[src/rtl/core/asd_pkg.sv]
// Package with the shared types and constants of the ACK suppression decider.
package asd_pkg;

	typedef enum logic [1:0] {
		REQ_PACKET    = 2'd0,
		REQ_FRAME     = 2'd1,
		REQ_IMMEDIATE = 2'd2,
		REQ_ACK_SENT  = 2'd3
	} req_type_t;

	localparam logic CFG_EXT_ENABLED = 1'b0;
	localparam logic CFG_MIN_DELAY   = 1'b1;

	localparam int PN_BITS    = 62;
	localparam int DELAY_BITS = 24;

	localparam logic [PN_BITS-1:0]    DEF_THRESHOLD = 62'd2;
	localparam logic [PN_BITS-1:0]    DEF_DELAY     = 62'd25000;
	localparam logic [DELAY_BITS-1:0] DEF_MIN_DELAY = 24'd25000;
	localparam logic [63:0]           LEGACY_LIMIT  = 64'd2;

	typedef struct packed {
		logic [PN_BITS-1:0] largest_pn;
		logic [PN_BITS-1:0] last_seq;
		logic [PN_BITS-1:0] threshold;
		logic [PN_BITS-1:0] ack_delay;
		logic [PN_BITS-1:0] reorder;
		logic               order_ignored;
		logic               immediate_pending;
	} ack_state_t;

	typedef struct packed {
		logic               ext_enabled;
		logic [DELAY_BITS-1:0] min_delay;
	} ack_cfg_t;

endpackage

[src/rtl/core/ack_suppression_decider.sv]
// Top level of the ACK suppression decider with its input, result and state registers.
// Usage: each input transaction carries one event (packet received, frequency update
// frame, immediate-acknowledge request or ACK sent) and yields exactly one result
// transaction with send_ack, frame_ignored and the maximum ACK delay in force
// after the event. Results come out in the order the events went in.
// The event sits in the input register, is decided against the state, and the result is
// registered while the state is updated. Throughput is one event per cycle while the
// receiver takes the results; the next event sees the state left by the previous one. If
// the receiver stalls, the result register holds and one more event waits in the input
// register before ready drops.
// Configuration writes (index 0 enables the extension, index 1 sets the minimum
// ACK delay) are always accepted and are meant to be done while the block is idle.
// Reset clears the counter and frame state, restores a threshold of two and a
// delay of 25000 microseconds, and empties both registers.
module ack_suppression_decider #(
	parameter int COUNT_BITS = 32
) (
	input  logic                                clk,
	input  logic                                arst_n,
	input  logic                                in_valid,
	output logic                                in_ready,
	input  logic [1:0]                          req_type,
	input  logic [asd_pkg::PN_BITS-1:0]         packet_number,
	input  logic                                elicits_ack,
	input  logic [asd_pkg::PN_BITS-1:0]         frame_sequence,
	input  logic [asd_pkg::PN_BITS-1:0]         new_threshold,
	input  logic [asd_pkg::PN_BITS-1:0]         requested_delay,
	input  logic [asd_pkg::PN_BITS-1:0]         new_reorder,
	output logic                                out_valid,
	input  logic                                out_ready,
	output logic                                send_ack,
	output logic                                frame_ignored,
	output logic [asd_pkg::PN_BITS-1:0]         current_delay,
	input  logic                                cfg_valid,
	output logic                                cfg_ready,
	input  logic                                cfg_index,
	input  logic [asd_pkg::DELAY_BITS-1:0]      cfg_data
);

	logic                        valid_s1;
	asd_pkg::req_type_t          req_type_s1;
	logic [asd_pkg::PN_BITS-1:0] packet_number_s1;
	logic                        elicits_ack_s1;
	logic [asd_pkg::PN_BITS-1:0] frame_sequence_s1;
	logic [asd_pkg::PN_BITS-1:0] new_threshold_s1;
	logic [asd_pkg::PN_BITS-1:0] requested_delay_s1;
	logic [asd_pkg::PN_BITS-1:0] new_reorder_s1;

	asd_pkg::ack_cfg_t   cfg_q;
	asd_pkg::ack_state_t state_q;
	asd_pkg::ack_state_t state_next;
	logic [COUNT_BITS-1:0] count_q;
	logic [COUNT_BITS-1:0] count_next;
	logic                  send_next;
	logic                  ignored_next;

	logic out_valid_q;
	logic send_q;
	logic ignored_q;
	logic [asd_pkg::PN_BITS-1:0] delay_q;

	logic advance;
	logic in_fire;

	assign advance   = valid_s1 && (!out_valid_q || out_ready);
	assign in_ready  = !valid_s1 || advance;
	assign in_fire   = in_valid && in_ready;
	assign cfg_ready = 1'b1;

	always_ff @(posedge clk or negedge arst_n) begin
		if (!arst_n) begin
			valid_s1 <= 1'b0;
		end else if (in_ready) begin
			valid_s1 <= in_valid;
		end
	end

	always_ff @(posedge clk) begin
		if (in_fire) begin
			req_type_s1        <= asd_pkg::req_type_t'(req_type);
			packet_number_s1   <= packet_number;
			elicits_ack_s1     <= elicits_ack;
			frame_sequence_s1  <= frame_sequence;
			new_threshold_s1   <= new_threshold;
			requested_delay_s1 <= requested_delay;
			new_reorder_s1     <= new_reorder;
		end
	end

	always_ff @(posedge clk or negedge arst_n) begin
		if (!arst_n) begin
			cfg_q.ext_enabled <= 1'b0;
			cfg_q.min_delay   <= asd_pkg::DEF_MIN_DELAY;
		end else if (cfg_valid) begin
			unique case (cfg_index)
				asd_pkg::CFG_EXT_ENABLED: cfg_q.ext_enabled <= cfg_data[0];
				asd_pkg::CFG_MIN_DELAY:   cfg_q.min_delay   <= cfg_data;
				default: ;
			endcase
		end
	end

	asd_decide #(
		.COUNT_BITS(COUNT_BITS)
	) u_decide (
		.req_type       (req_type_s1),
		.packet_number  (packet_number_s1),
		.elicits_ack    (elicits_ack_s1),
		.frame_sequence (frame_sequence_s1),
		.new_threshold  (new_threshold_s1),
		.requested_delay(requested_delay_s1),
		.new_reorder    (new_reorder_s1),
		.cfg            (cfg_q),
		.state          (state_q),
		.count          (count_q),
		.state_next     (state_next),
		.count_next     (count_next),
		.send_ack       (send_next),
		.frame_ignored  (ignored_next)
	);

	always_ff @(posedge clk or negedge arst_n) begin
		if (!arst_n) begin
			state_q.largest_pn        <= '0;
			state_q.last_seq          <= '0;
			state_q.threshold         <= asd_pkg::DEF_THRESHOLD;
			state_q.ack_delay         <= asd_pkg::DEF_DELAY;
			state_q.reorder           <= '0;
			state_q.order_ignored     <= 1'b0;
			state_q.immediate_pending <= 1'b0;
			count_q                   <= '0;
		end else if (advance) begin
			state_q <= state_next;
			count_q <= count_next;
		end
	end

	always_ff @(posedge clk or negedge arst_n) begin
		if (!arst_n) begin
			out_valid_q <= 1'b0;
		end else if (advance) begin
			out_valid_q <= 1'b1;
		end else if (out_ready) begin
			out_valid_q <= 1'b0;
		end
	end

	always_ff @(posedge clk) begin
		if (advance) begin
			send_q    <= send_next;
			ignored_q <= ignored_next;
			delay_q   <= state_next.ack_delay;
		end
	end

	assign out_valid     = out_valid_q;
	assign send_ack      = send_q;
	assign frame_ignored = ignored_q;
	assign current_delay = delay_q;

endmodule

[src/rtl/core/asd_decide.sv]
// Combinational ACK decision and next-state logic for one event.
module asd_decide #(
	parameter int COUNT_BITS = 32
) (
	input  asd_pkg::req_type_t          req_type,
	input  logic [asd_pkg::PN_BITS-1:0] packet_number,
	input  logic                        elicits_ack,
	input  logic [asd_pkg::PN_BITS-1:0] frame_sequence,
	input  logic [asd_pkg::PN_BITS-1:0] new_threshold,
	input  logic [asd_pkg::PN_BITS-1:0] requested_delay,
	input  logic [asd_pkg::PN_BITS-1:0] new_reorder,
	input  asd_pkg::ack_cfg_t           cfg,
	input  asd_pkg::ack_state_t         state,
	input  logic [COUNT_BITS-1:0]       count,
	output asd_pkg::ack_state_t         state_next,
	output logic [COUNT_BITS-1:0]       count_next,
	output logic                        send_ack,
	output logic                        frame_ignored
);

	logic [COUNT_BITS-1:0]       count_inc;
	logic [63:0]                 count_ext;
	logic [asd_pkg::PN_BITS-1:0] floor_delay;
	logic [asd_pkg::PN_BITS-1:0] gap;

	always_comb begin
		count_inc   = (&count) ? count : count + COUNT_BITS'(1);
		count_ext   = 64'(count_inc);
		floor_delay = asd_pkg::PN_BITS'(cfg.min_delay);
		gap         = state.largest_pn - packet_number;
	end

	always_comb begin
		state_next    = state;
		count_next    = count;
		send_ack      = 1'b0;
		frame_ignored = 1'b0;
		case (req_type)
			asd_pkg::REQ_PACKET: begin
				if (elicits_ack) begin
					if (!cfg.ext_enabled) begin
						count_next = count_inc;
						send_ack   = count_ext >= asd_pkg::LEGACY_LIMIT;
					end else if (state.immediate_pending) begin
						state_next.immediate_pending = 1'b0;
						send_ack                     = 1'b1;
					end else begin
						count_next = count_inc;
						if (count_ext >= {2'b00, state.threshold}) begin
							send_ack = 1'b1;
						end else if (!state.order_ignored && state.reorder != '0 &&
							packet_number < state.largest_pn && gap >= state.reorder) begin
							send_ack = 1'b1;
						end else if (packet_number > state.largest_pn) begin
							state_next.largest_pn = packet_number;
						end
					end
				end
			end
			asd_pkg::REQ_FRAME: begin
				if ((frame_sequence <= state.last_seq && state.last_seq != '0) ||
					new_threshold == '0) begin
					frame_ignored = 1'b1;
				end else begin
					state_next.last_seq      = frame_sequence;
					state_next.threshold     = new_threshold;
					state_next.ack_delay     = (requested_delay > floor_delay) ?
						requested_delay : floor_delay;
					state_next.order_ignored = new_reorder == '0;
					state_next.reorder       = new_reorder;
				end
			end
			asd_pkg::REQ_IMMEDIATE: begin
				state_next.immediate_pending = 1'b1;
			end
			default: begin
				count_next = '0;
			end
		endcase
	end

endmodule

[config.mk]
export PLATFORM = sky130hd
export DESIGN_NAME = ack_suppression_decider
export DESIGN_NICKNAME = d
export VERILOG_FILES = /design/src/rtl/core/asd_pkg.sv /design/src/rtl/core/ack_suppression_decider.sv /design/src/rtl/core/asd_decide.sv
export SDC_FILE = /design/constraint.sdc
export NUM_CORES = 1
export LEC_CHECK = 0
export BUFFER_PORTS_ARGS = -buffer_cell sky130_fd_sc_hd__buf_2
export CORE_UTILIZATION = 40
export DETAILED_ROUTE_END_ITERATION = 16
export PLACE_DENSITY = 0.64
export RECOVER_POWER = 25
export SYNTH_ARGS = -nofsm -noshare
export SYNTH_HDL_FRONTEND = slang
export SYNTH_SLANG_ARGS = --single-unit
export TNS_END_PERCENT = 5
[constraint.sdc]
create_clock -name clk -period 9.9 [get_ports clk]
set_clock_uncertainty 0.15 [all_clocks]
set_input_delay 1.485 -clock clk [delete_from_list [all_inputs] [get_ports clk]]
set_output_delay 1.485 -clock clk [all_outputs]
set_load 0.005 [all_outputs]
==> impl_metrics.env, run 1 <==
export IMPL_drtPass1Iterations=5
export IMPL_power_leakage_nw=19.1
export IMPL_syn_area_um2=37100
export IMPL_finalPower_mw=11.6
export IMPL_hold_viol_final=0
export IMPL_powerDensity_nw_per_um2=270
export IMPL_place_gp_congestion=0.903
export IMPL_yosys_area_top_type="edfxtp_1"
export IMPL_path_buf_inv=1
export IMPL_clock_root_buffer="clkbuf_16"
export IMPL_slew_limit_headroom_pct=-279
export IMPL_critical_path_class="flip-flop to flip-flop"
export IMPL_rsz0062_at_grt="no"
export IMPL_grt_pass1_vias=23700
export IMPL_clkLatencyLatePin_ns=0.69
export IMPL_die_w_um=306
export IMPL_track_usage_pct=19.7
export IMPL_layout_drive_gt1_share_pct=26.8
export IMPL_maxSlewViolCount=93
export IMPL_finalSetupViolCount=0
export IMPL_ir_drop_uv=166
export IMPL_final_setup_tns_ns=0
export IMPL_grt_max_degree=155
export IMPL_grt_overflow=0
export IMPL_syn_num_nets=3383
export IMPL_fmaxAchievable_mhz=153
export IMPL_ios=410
export IMPL_viasPerCell=5.15
export IMPL_maxCapViolations=1
export IMPL_crit_path_max_incr_delay_ns=0.58
export IMPL_critPathCaptureType="flip-flop"
export IMPL_r2r_start="packet_number_s1[6]"
export IMPL_path_cells="inv_1, ha_1, nand3_1, nor2_1, nand4_1, o221ai_1, o21a_1, o21ai_1, and2_1, o31ai_1, or4b_1, nand3_1, ha_1, nand4_1, nor4_1, nand2_1, nor4_1, nand3_1, o2111a_1, o211ai_1, a21oi_1, o21a_1, nor4_1"
export IMPL_drt_total_wl_mm=93.1
export IMPL_met2_length_mm=43.2
export IMPL_wl_per_cell_um=20.5
export IMPL_synth_seq_area_share_pct=55.6
export IMPL_cts_tree="built"
export IMPL_wl_met3_mm=5.89
export IMPL_vias=23400
export IMPL_crit_start="packet_number_s1[6]"
export IMPL_synth_top_area_share_pct=30.5
export IMPL_post_cts_buffers=0
export IMPL_cp_arrival_ns=6.87
export IMPL_worst_ep_required_time_ns=10.24
export IMPL_timing_rr_end="send_ack"
export IMPL_clkSinkCount=748
export IMPL_h_tree_depth=3
export IMPL_final_min_clock_period_ns=6.53
export IMPL_num_nets_final=3816
export IMPL_highest_layer="met5"
export IMPL_r2r_cells=23
export IMPL_cts_resized=0
export IMPL_ys_flop_type="edfxtp_1"
export IMPL_synth_area_leaders="edfxtp_1 31%, dfrtp_1 24%, mux2_4 8.5%"
export IMPL_synth_edf_count=377
export IMPL_cp_top_family="simple AND/OR/NAND/NOR gates"
export IMPL_core_area_um2=91800
export IMPL_grt_first_pass_wirelength_mm=141
export IMPL_tightest_slew_ns=5.68
export IMPL_worstHoldPathType="flip-flop to flip-flop"
export IMPL_place_detailed_hpwl_mm=67.9
export IMPL_clockBufferDepth=3
export IMPL_antenna_found_initial=29
export IMPL_synthArstFlopShare_pct=49.6
export IMPL_synth_cell_types=81
export IMPL_row_count=111
export IMPL_drc=0
export IMPL_ant_nets=0
export IMPL_ys_ff_latch=748
export IMPL_syn_inst=2793
export IMPL_violations="max-capacitance violations, max-slew violations"
export IMPL_holdWs_ns=0.339
export IMPL_post_route_period_util_pct=65.9
export IMPL_critPathMaxFanout=6
export IMPL_synthToLayoutAreaGrowth_pct=16.1
export IMPL_ys_warn_count=0
export IMPL_cp_num_cells=23
export IMPL_clkTransAtPathRegs_ns=0.06
export IMPL_reg2reg_slack_ns=3.37
export IMPL_avgSynthCellArea_um2=13.3
export IMPL_dieArea_um2=93900
export IMPL_io_buffers=408
export IMPL_initial_core_util_pct=40.4
export IMPL_met1_length_mm=40.9
export IMPL_drtIter0Drc=1568
export IMPL_postCtsHoldBufs=0
export IMPL_cp_slowest_cell="o221ai_1"
export IMPL_cp_start_kind="flip-flop"
export IMPL_numCtsBuffers=85
export IMPL_endpoint="send_ack"
export IMPL_die_height_um=306
export IMPL_outcome="finished, violations left"
-- sequential cells by signal, indices dropped and copies added (netlist names), 2 cells and up --
| name | count |
|---|---|
| state_q | 312 |
| current_delay | 62 |
| frame_sequence_s1 | 62 |
| new_reorder_s1 | 62 |
| new_threshold_s1 | 62 |
| packet_number_s1 | 62 |
| requested_delay_s1 | 62 |
| count_q | 32 |
| cfg_q | 25 |
| req_type_s1 | 2 |
-- metal layers --
metal | track usage, % | up-vias
met1 | 25.8 | 11400
met2 | 31.9 | 602
met4 | 6.62 | 40
li1 | - | 11100
met5 | 0 | -
met3 | 5.11 | 185
-- worst min-delay path by stage --
| stage | from | cells after the start | end |
|---|---|---|---|
| finish | state_q[293] | 1 | state_q[293] |
| floorplan | valid_s1 | 1 | out_valid |
| global route | state_q[284] | 1 | state_q[284] |
| global placement | valid_s1 | 1 | out_valid |
| detailed placement | valid_s1 | 1 | out_valid |
| CTS | state_q[256] | 1 | state_q[256] |
-- kinds of logic after synthesis --
| group | synth area share (%) |
|---|---|
| other | 0.0101 |
| DFF | 55.6 |
| buffers and inverters | 4.24 |
| xor gates and xnor gates | 1.89 |
| muxes | 15.1 |
| adders and majority gates | 8.35 |
| AOI/OAI and AO/OA | 7.30 |
| and+or+nand+nor | 7.48 |
-- power by group --
group / internal (mW) / switching, mW / total [mW]
clock network: 1.79 / 1.33 / 3.12
registers: 4.12 / 0.577 / 4.70
logic: 1.97 / 1.83 / 3.80
-- layout by cell type, fill, tap and decap left out, drive strengths merged, types with 6 or more instances in the layout --
cell type    n
a22o        10
clkinv      20
nand3       41
dfrtp      358
or2          7
nor4        96
a21o        90
o31ai       13
a211oi      12
and4         9
nor2        77
o21a        14
a31oi       11
xnor2       43
nand2      110
edfxtp     377
mux2       423
clkinvlp     6
buf        365
dfstp       13
o21bai      11
inv        284
xor2        37
o21ai       70
or4          7
and2         6
nand4       80
o211ai      11
a21oi      124
clkbuf     188
nor3        21
nand2b      14
and3        13
nor2b       17
ha         246
-- synth_stat cells, drive strengths merged (4+ instances only) --
| library cell | instances |
|---|---|
| dfrtp | 358 |
| a22o | 10 |
| buf | 46 |
| ha | 246 |
| or3 | 5 |
| a221oi | 5 |
| mux2 | 423 |
| nand2 | 110 |
| and3 | 13 |
| nand2b | 14 |
| o31a | 5 |
| o31ai | 13 |
| a2111oi | 5 |
| inv | 282 |
| nor2 | 77 |
| edfxtp | 377 |
| o21ai | 70 |
| clkbuf | 32 |
| o21a | 14 |
| nor4 | 96 |
| a31oi | 11 |
| dfstp | 13 |
| nand4 | 80 |
| o2111ai | 4 |
| or2 | 7 |
| xnor2 | 43 |
| xor2 | 37 |
| o211ai | 11 |
| a21o | 90 |
| mux2i | 5 |
| nor2b | 17 |
| nand3b | 4 |
| or4 | 7 |
| nand3 | 41 |
| and4 | 9 |
| a21oi | 124 |
| o21bai | 11 |
| and2 | 6 |
| a211oi | 12 |
| nor3 | 21 |
-- through the flow --
stage          utilization, %  cell area, µm²  cells  worst slack (ns)
2_1_floorplan               -           37100   2793             0.260
3_3_place_gp             44.0           40300   4382              3.51
3_5_place_dp             44.0           40300   4382              3.45
4_1_cts                  47.0           43100   4542              3.37
5_1_grt                  46.9           43000   4542              2.35
6_report                 46.9           43100   4547              3.37
-- cell type report --
cell class	instances	area [µm²]
Clock buffer	129	2410
Tap cell	1243	1560
Multi-Input combinational cell	1685	14900
Inverter	282	1060
Timing Repair Buffer	424	2110
Sequential cell	748	20600
Clock inverter	31	363
Fill cell	8225	48700
Antenna cell	5	12.5
Note: power is estimated with default switching activity, not from simulation.
==> run 2, diff against run 1 <==
==> constraint.sdc (replaced) <==
create_clock -name clk -period 6.1 [get_ports clk]
set_clock_uncertainty 0.15 [all_clocks]
set_input_delay 0.915 -clock clk [delete_from_list [all_inputs] [get_ports clk]]
set_output_delay 0.915 -clock clk [all_outputs]
set_load 0.005 [all_outputs]
==> run 2 against run 1 <==
Compared with the run above: final area grew 1.2%; clock power grew 76%; largest cell class unchanged; highest routed layer unchanged; the flow still finishes with violations (max-capacitance violations, max-slew violations); combinational power grew 64%.
==> impl_metrics.env, run 2 (synthesized netlist as in run 1, its figures left out) <==
export IMPL_outcome="finished, violations left"
export IMPL_violations="max-capacitance violations, max-slew violations"
export IMPL_row_count=111
export IMPL_path_cells="inv_1, ha_1, nand2_1, nor2_1, nand4_1, o221ai_1, o21a_1, o21ai_1, and2_1, o31ai_2, or4b_1, nand3_1, ha_1, nand4_1, nor4_2, nand2_1, nor4_2, nand3_1, o2111a_1, o211ai_1, a21oi_1, o21a_1, nor4_1"
export IMPL_cp_top_family="simple AND/OR/NAND/NOR gates"
export IMPL_maxCapViolations=3
export IMPL_crit_path_max_incr_delay_ns=0.47
export IMPL_num_nets_final=3831
export IMPL_clock_root_buffer="clkbuf_16"
export IMPL_drc=0
export IMPL_path_buf_inv=1
export IMPL_power_leakage_nw=19.3
export IMPL_dpl_cell_area_um2=40600
export IMPL_dieArea_um2=93900
export IMPL_largest_reg_flops=312
export IMPL_place_ws_ns=0.113
export IMPL_cp_arrival_ns=6.06
export IMPL_maxSlewViolCount=318
export IMPL_cp_slowest_cell="or4b_1"
export IMPL_worstHoldPathType="input pin to flip-flop"
export IMPL_clkTransAtPathRegs_ns=0.06
export IMPL_grt_first_pass_wirelength_mm=144
export IMPL_io_buffers=408
export IMPL_post_route_period_util_pct=94.0
export IMPL_grt_overflow=0
export IMPL_drtIter0Drc=1527
export IMPL_regMostFlops="state_q"
export IMPL_fmaxAchievable_mhz=174
export IMPL_worst_ep_required_time_ns=6.42
export IMPL_initial_core_util_pct=40.4
export IMPL_numCtsBuffers=86
export IMPL_drtPass1Iterations=5
export IMPL_critical_path_class="flip-flop to flip-flop"
export IMPL_tightest_slew_ns=3.40
export IMPL_setup_ws_ns=0.365
export IMPL_most_common_layout_cells="377 x edfxtp_1, 358 x dfrtp_1, 353 x buf_2"
export IMPL_cts_tree="built"
export IMPL_final_setup_tns_ns=0
export IMPL_place_detailed_hpwl_mm=69.5
export IMPL_slew_limit_headroom_pct=-127
export IMPL_finalSetupViolCount=0
export IMPL_grt_pass1_vias=24100
export IMPL_die_height_um=306
export IMPL_vias=23500
export IMPL_rsz0062_at_grt="no"
export IMPL_finalInstanceArea_um2=43600
export IMPL_powerDensity_nw_per_um2=444
export IMPL_postCtsHoldBufs=0
export IMPL_track_usage_pct=20.2
export IMPL_wl_per_cell_um=20.8
export IMPL_final_common_cell="edfxtp_1"
export IMPL_post_cts_buffers=0
export IMPL_layout_drive_gt1_share_pct=27.9
export IMPL_ios=410
export IMPL_clkSinkCount=748
export IMPL_h_tree_depth=3
export IMPL_core_area_um2=91800
export IMPL_cts_resized=0
export IMPL_clockBufferDepth=3
export IMPL_place_gp_congestion=0.916
export IMPL_synthToLayoutAreaGrowth_pct=17.6
export IMPL_grt_max_degree=137
export IMPL_viasPerCell=5.14
export IMPL_critPathCaptureType="flip-flop"
export IMPL_clkLatencyLatePin_ns=0.68
export IMPL_drt_total_wl_mm=94.9
export IMPL_ir_drop_uv=399
export IMPL_antenna_found_initial=28
export IMPL_ant_nets=0
export IMPL_die_w_um=306
export IMPL_hold_viol_final=0
export IMPL_final_min_clock_period_ns=5.73
export IMPL_finalPower_mw=19.4
export IMPL_cp_start_kind="flip-flop"
export IMPL_final_util_pct=47.5
export IMPL_critPathMaxFanout=4
-- run 2: changes by cell type in the layout (fill, tap and decap cells not counted), sizes merged --
cell	change
clkinvlp	-2
clkbuf	-15
buf	+16
diode	+4
clkinv	+10
bufinv	+7
-- run 2: cell type report --
type / instances / area [µm²]
Antenna cell: 9 / 22.5
Clock buffer: 116 / 2440
Clock inverter: 46 / 608
Fill cell: 8169 / 48200
Inverter: 282 / 1060
Multi-Input combinational cell: 1685 / 15000
Sequential cell: 748 / 20600
Tap cell: 1243 / 1560
Timing Repair Buffer: 438 / 2320
-- run 2: routing by layer --
layer / track usage, % / wire (µm) / up-vias
met4: 7.38 / 3280 / 30
li1: - / - / 11200
met2: 32.3 / 43500 / 605
met3: 5.54 / 6370 / 188
met1: 26.2 / 41500 / 11500
met5: 0 / 176 / -
-- run 2: worst paths after layout --
path	start	end	slack, ns	cells after the start
max	packet_number_s1[9]	send_ack	0.37	23
min reg2reg	packet_number_s1[24]	state_q[274]	0.34	1
max reg2reg	packet_number_s1[9]	send_ack	0.37	23
max in group asynchronous	arst_n	state_q[0]	0.94	2
min	requested_delay[27]	requested_delay_s1[27]	0.25	1
min in group asynchronous	arst_n	state_q[7]	1.26	1
-- run 2: power by group --
part           total [mW]  leakage [nW]  switching (mW)  internal (mW)
sequential           7.63          8.23           0.935           6.69
combinational        6.25          9.63            3.03           3.22
clock                5.49          1.48            2.22           3.27
-- run 2: per-stage QoR --
stage	cells	hold WS (ns)
floorplan	2793	0.307
global placement	4396	0.314
detailed placement	4396	0.325
CTS	4558	0.0248
global route	4561	0.222
finish	4567	0.255
==> run 3, diff against run 2 <==
--- a/config.mk
+++ b/config.mk
@@ -5,6 +5,7 @@
 export SDC_FILE = /design/constraint.sdc
 export NUM_CORES = 1
 export LEC_CHECK = 0
+export ABC_AREA = 1
 export BUFFER_PORTS_ARGS = -buffer_cell sky130_fd_sc_hd__buf_2
 export CORE_UTILIZATION = 40
 export DETAILED_ROUTE_END_ITERATION = 16
==> run 3 against run 2 <==
Compared with the run above: final cell count grew 30%; sequential power shrank 3%; maximum frequency grew 19%; critical path depth grew 3; largest cell class unchanged; power shrank 3.5%; synthesized cell count grew 50%; setup slack gained 0.90 ns; the flow still finishes with violations (max-capacitance violations, max-slew violations); largest power group unchanged; critical endpoint is now state_q[279]; non-clock buffer count shrank 10; die area grew 1.6%; first-iteration DRC count grew 59%.
==> impl_metrics.env, run 3 <==
export IMPL_outcome="finished, violations left"
export IMPL_violations="max-capacitance violations, max-slew violations"
export IMPL_h_tree_depth=3
export IMPL_cts_resized=0
export IMPL_regMostFlops="state_q"
export IMPL_clock_root_buffer="clkbuf_16"
export IMPL_yosysMostFrequentCell="nand2_1"
export IMPL_critPathCaptureType="flip-flop"
export IMPL_drt_total_wl_mm=105
export IMPL_core_area_um2=93300
export IMPL_initial_core_util_pct=40.4
export IMPL_synthMuxAreaShare_pct=0
export IMPL_dpl_cell_area_um2=41000
export IMPL_ys_warn_count=0
export IMPL_power_leakage_nw=21.2
export IMPL_r2r_start="count_q[1]"
export IMPL_post_route_period_util_pct=79.3
export IMPL_numCtsBuffers=86
export IMPL_ys_flop_type="edfxtp_1"
export IMPL_grt_first_pass_wirelength_mm=163
export IMPL_largest_reg_flops=312
export IMPL_final_util_pct=47.0
export IMPL_tightest_slew_ns=4.45
export IMPL_final_common_cell="nand2_1"
export IMPL_cts_tree="built"
export IMPL_synth_top_area_share_pct=30.0
export IMPL_clkTransAtPathRegs_ns=0.06
export IMPL_antenna_found_initial=28
export IMPL_ant_nets=0
export IMPL_grt_max_degree=171
export IMPL_min_delay_worst_endpoint="new_threshold_s1[37]"
export IMPL_grt_pass1_vias=29100
export IMPL_hold_start="new_threshold[37]"
export IMPL_synth_area_leaders="edfxtp_1 30%, dfrtp_1 24%, nand2_1 13%"
export IMPL_powerDensity_nw_per_um2=426
export IMPL_io_buffers=408
export IMPL_cp_start_kind="flip-flop"
export IMPL_row_count=112
export IMPL_viasPerCell=4.97
export IMPL_rsz0062_at_grt="no"
export IMPL_clkSinkCount=748
export IMPL_synthAdderAreaFrac_pct=8.22
export IMPL_finalInstanceArea_um2=43800
export IMPL_synthArstFlopShare_pct=49.6
export IMPL_synth_seq_area_share_pct=54.7
export IMPL_clockBufferDepth=3
export IMPL_synth_cell_types=48
export IMPL_place_detailed_hpwl_mm=78.4
export IMPL_syn_inst=4195
export IMPL_hold_viol_final=0
export IMPL_ys_ff_latch=748
export IMPL_synth_edf_count=377
export IMPL_syn_area_um2=37700
export IMPL_synthSimpleGateAreaFrac_pct=20.7
export IMPL_holdWs_ns=0.239
export IMPL_num_nets_final=5200
export IMPL_synth_top_family_by_area="simple AND/OR/NAND/NOR gates"
export IMPL_drc=0
export IMPL_clkLatencyLatePin_ns=0.70
export IMPL_timing_rr_end="state_q[279]"
export IMPL_syn_num_nets=4785
export IMPL_grt_overflow=0
export IMPL_worstHoldPathCells=1
export IMPL_synth_top_cells_by_count="1,325 x nand2_1, 560 x inv_1, 377 x edfxtp_1"
export IMPL_synthToLayoutAreaGrowth_pct=16.3
export IMPL_avgSynthCellArea_um2=8.98
export IMPL_die_w_um=309
export IMPL_multi_input_area_um2=14400
export IMPL_die_height_um=309
export IMPL_yosys_area_top_type="edfxtp_1"
export IMPL_finalSetupViolCount=0
export IMPL_critPathMaxFanout=68
export IMPL_fmaxAchievable_mhz=207
export IMPL_final_fill_count=9048
export IMPL_worstHoldPathType="input pin to flip-flop"
export IMPL_critical_path_class="flip-flop to flip-flop"
export IMPL_most_common_layout_cells="1,324 x nand2_1, 558 x inv_1, 377 x edfxtp_1"
export IMPL_wl_per_cell_um=17.7
export IMPL_setup_ws_ns=1.26
export IMPL_synth_compound_area_share_pct=7.71
export IMPL_place_ws_ns=1.35
export IMPL_r2r_cells=26
export IMPL_maxSlewViolCount=83
export IMPL_place_gp_congestion=0.959
export IMPL_place_inst=5776
export IMPL_ios=410
export IMPL_fin_cells=5943
export IMPL_drtIter0Drc=2421
export IMPL_reg2reg_slack_ns=1.26
export IMPL_synth_xor_area_share_pct=1.51
export IMPL_cp_arrival_ns=5.20
export IMPL_post_cts_buffers=0
export IMPL_drtPass1Iterations=6
export IMPL_vias=29500
export IMPL_final_min_clock_period_ns=4.84
export IMPL_ff_latch_area_um2=20600
export IMPL_layout_drive_gt1_share_pct=11.3
export IMPL_dieArea_um2=95500
export IMPL_postCtsHoldBufs=0
export IMPL_ir_drop_uv=298
export IMPL_maxCapViolations=1
export IMPL_track_usage_pct=22.1
export IMPL_slew_limit_headroom_pct=-197
export IMPL_worst_ep_required_time_ns=6.46
==> run 3: cell type report <==
cell class              instances  share of cell area [%]
diodes                          5                  0.0285
clock buffers                 112                    5.38
clock inverters                50                    1.28
inverters                     565                    4.88
multi-input cells            2781                    32.9
flip-flops and latches        748                    47.0
well taps                    1254                    3.58
repair buffers                428                    4.94
==> run 3: worst max-delay path by stage <==
| stage | from | to | slack (ns) | cells past startpoint |
|---|---|---|---|---|
| detailed placement | count_q[1] | state_q[279] | 1.35 | 25 |
| finish | count_q[1] | state_q[279] | 1.26 | 26 |
| floorplan | out_ready | elicits_ack_s1 | -0.23 | 4 |
| global route | arst_n | state_q[202] | 0.54 | 1 |
| global placement | count_q[1] | state_q[279] | 1.41 | 26 |
| CTS | count_q[1] | state_q[279] | 1.25 | 26 |
==> run 3: layer usage <==
metal / track usage (%) / share of wire, % / up-vias
li1: - / - / 14500
met1: 29.2 / 44 / 13900
met2: 35.3 / 45 / 863
met3: 6.08 / 7.7 / 198
met4: 6.61 / 2.5 / 46
met5: 0 / 0.28 / -
==> run 3: worst max-delay path, stage by stage (launching register included) <==
cell	delay (ns)
dfrtp_1	0.42
ha_1	0.25
nand3_1	0.16
inv_1	0.11
nand2_1	0.17
nor2_2	0.07
nand2_1	0.29
buf_4	0.38
nand2_1	0.11
o21ai_2	0.09
inv_2	0.05
ha_1	0.29
inv_1	0.06
nor2_1	0.03
o21ai_0	0.13
nand3_1	0.11
nand2_1	0.08
nand2_1	0.07
nand2_1	0.06
nand2_1	0.05
nand2_1	0.05
nand2_1	0.05
nand2_1	0.16
nand4_4	0.60
buf_12	0.46
nand2_1	0.09
o21ai_0	0.07
==> run 3: stage by stage <==
stage	total power [mW]	TNS [ns]
2_1_floorplan	11.5	-73.43
3_5_place_dp	13.4	0
3_3_place_gp	13.3	0
4_1_cts	18.8	0
5_1_grt	20.0	0
6_report	18.7	0
==> run 3: cell families (layout without fill, tap and decap cells) <==
kind of cell | after synthesis | after routing
other | 1 | 6
AO/OA/AOI/OAI | 550 | 550
XOR/XNOR | 65 | 65
adder cells (fa/ha/maj) | 247 | 247
AND/OR/NAND/NOR | 1918 | 1918
buffers and inverters | 666 | 1155
flip-flops | 748 | 748
==> run 3: report_power, final <==
part	switching [mW]	total (mW)	internal [mW]
logic	3.85	6.00	2.14
registers	0.711	7.43	6.72
clock network	2.20	5.26	3.06
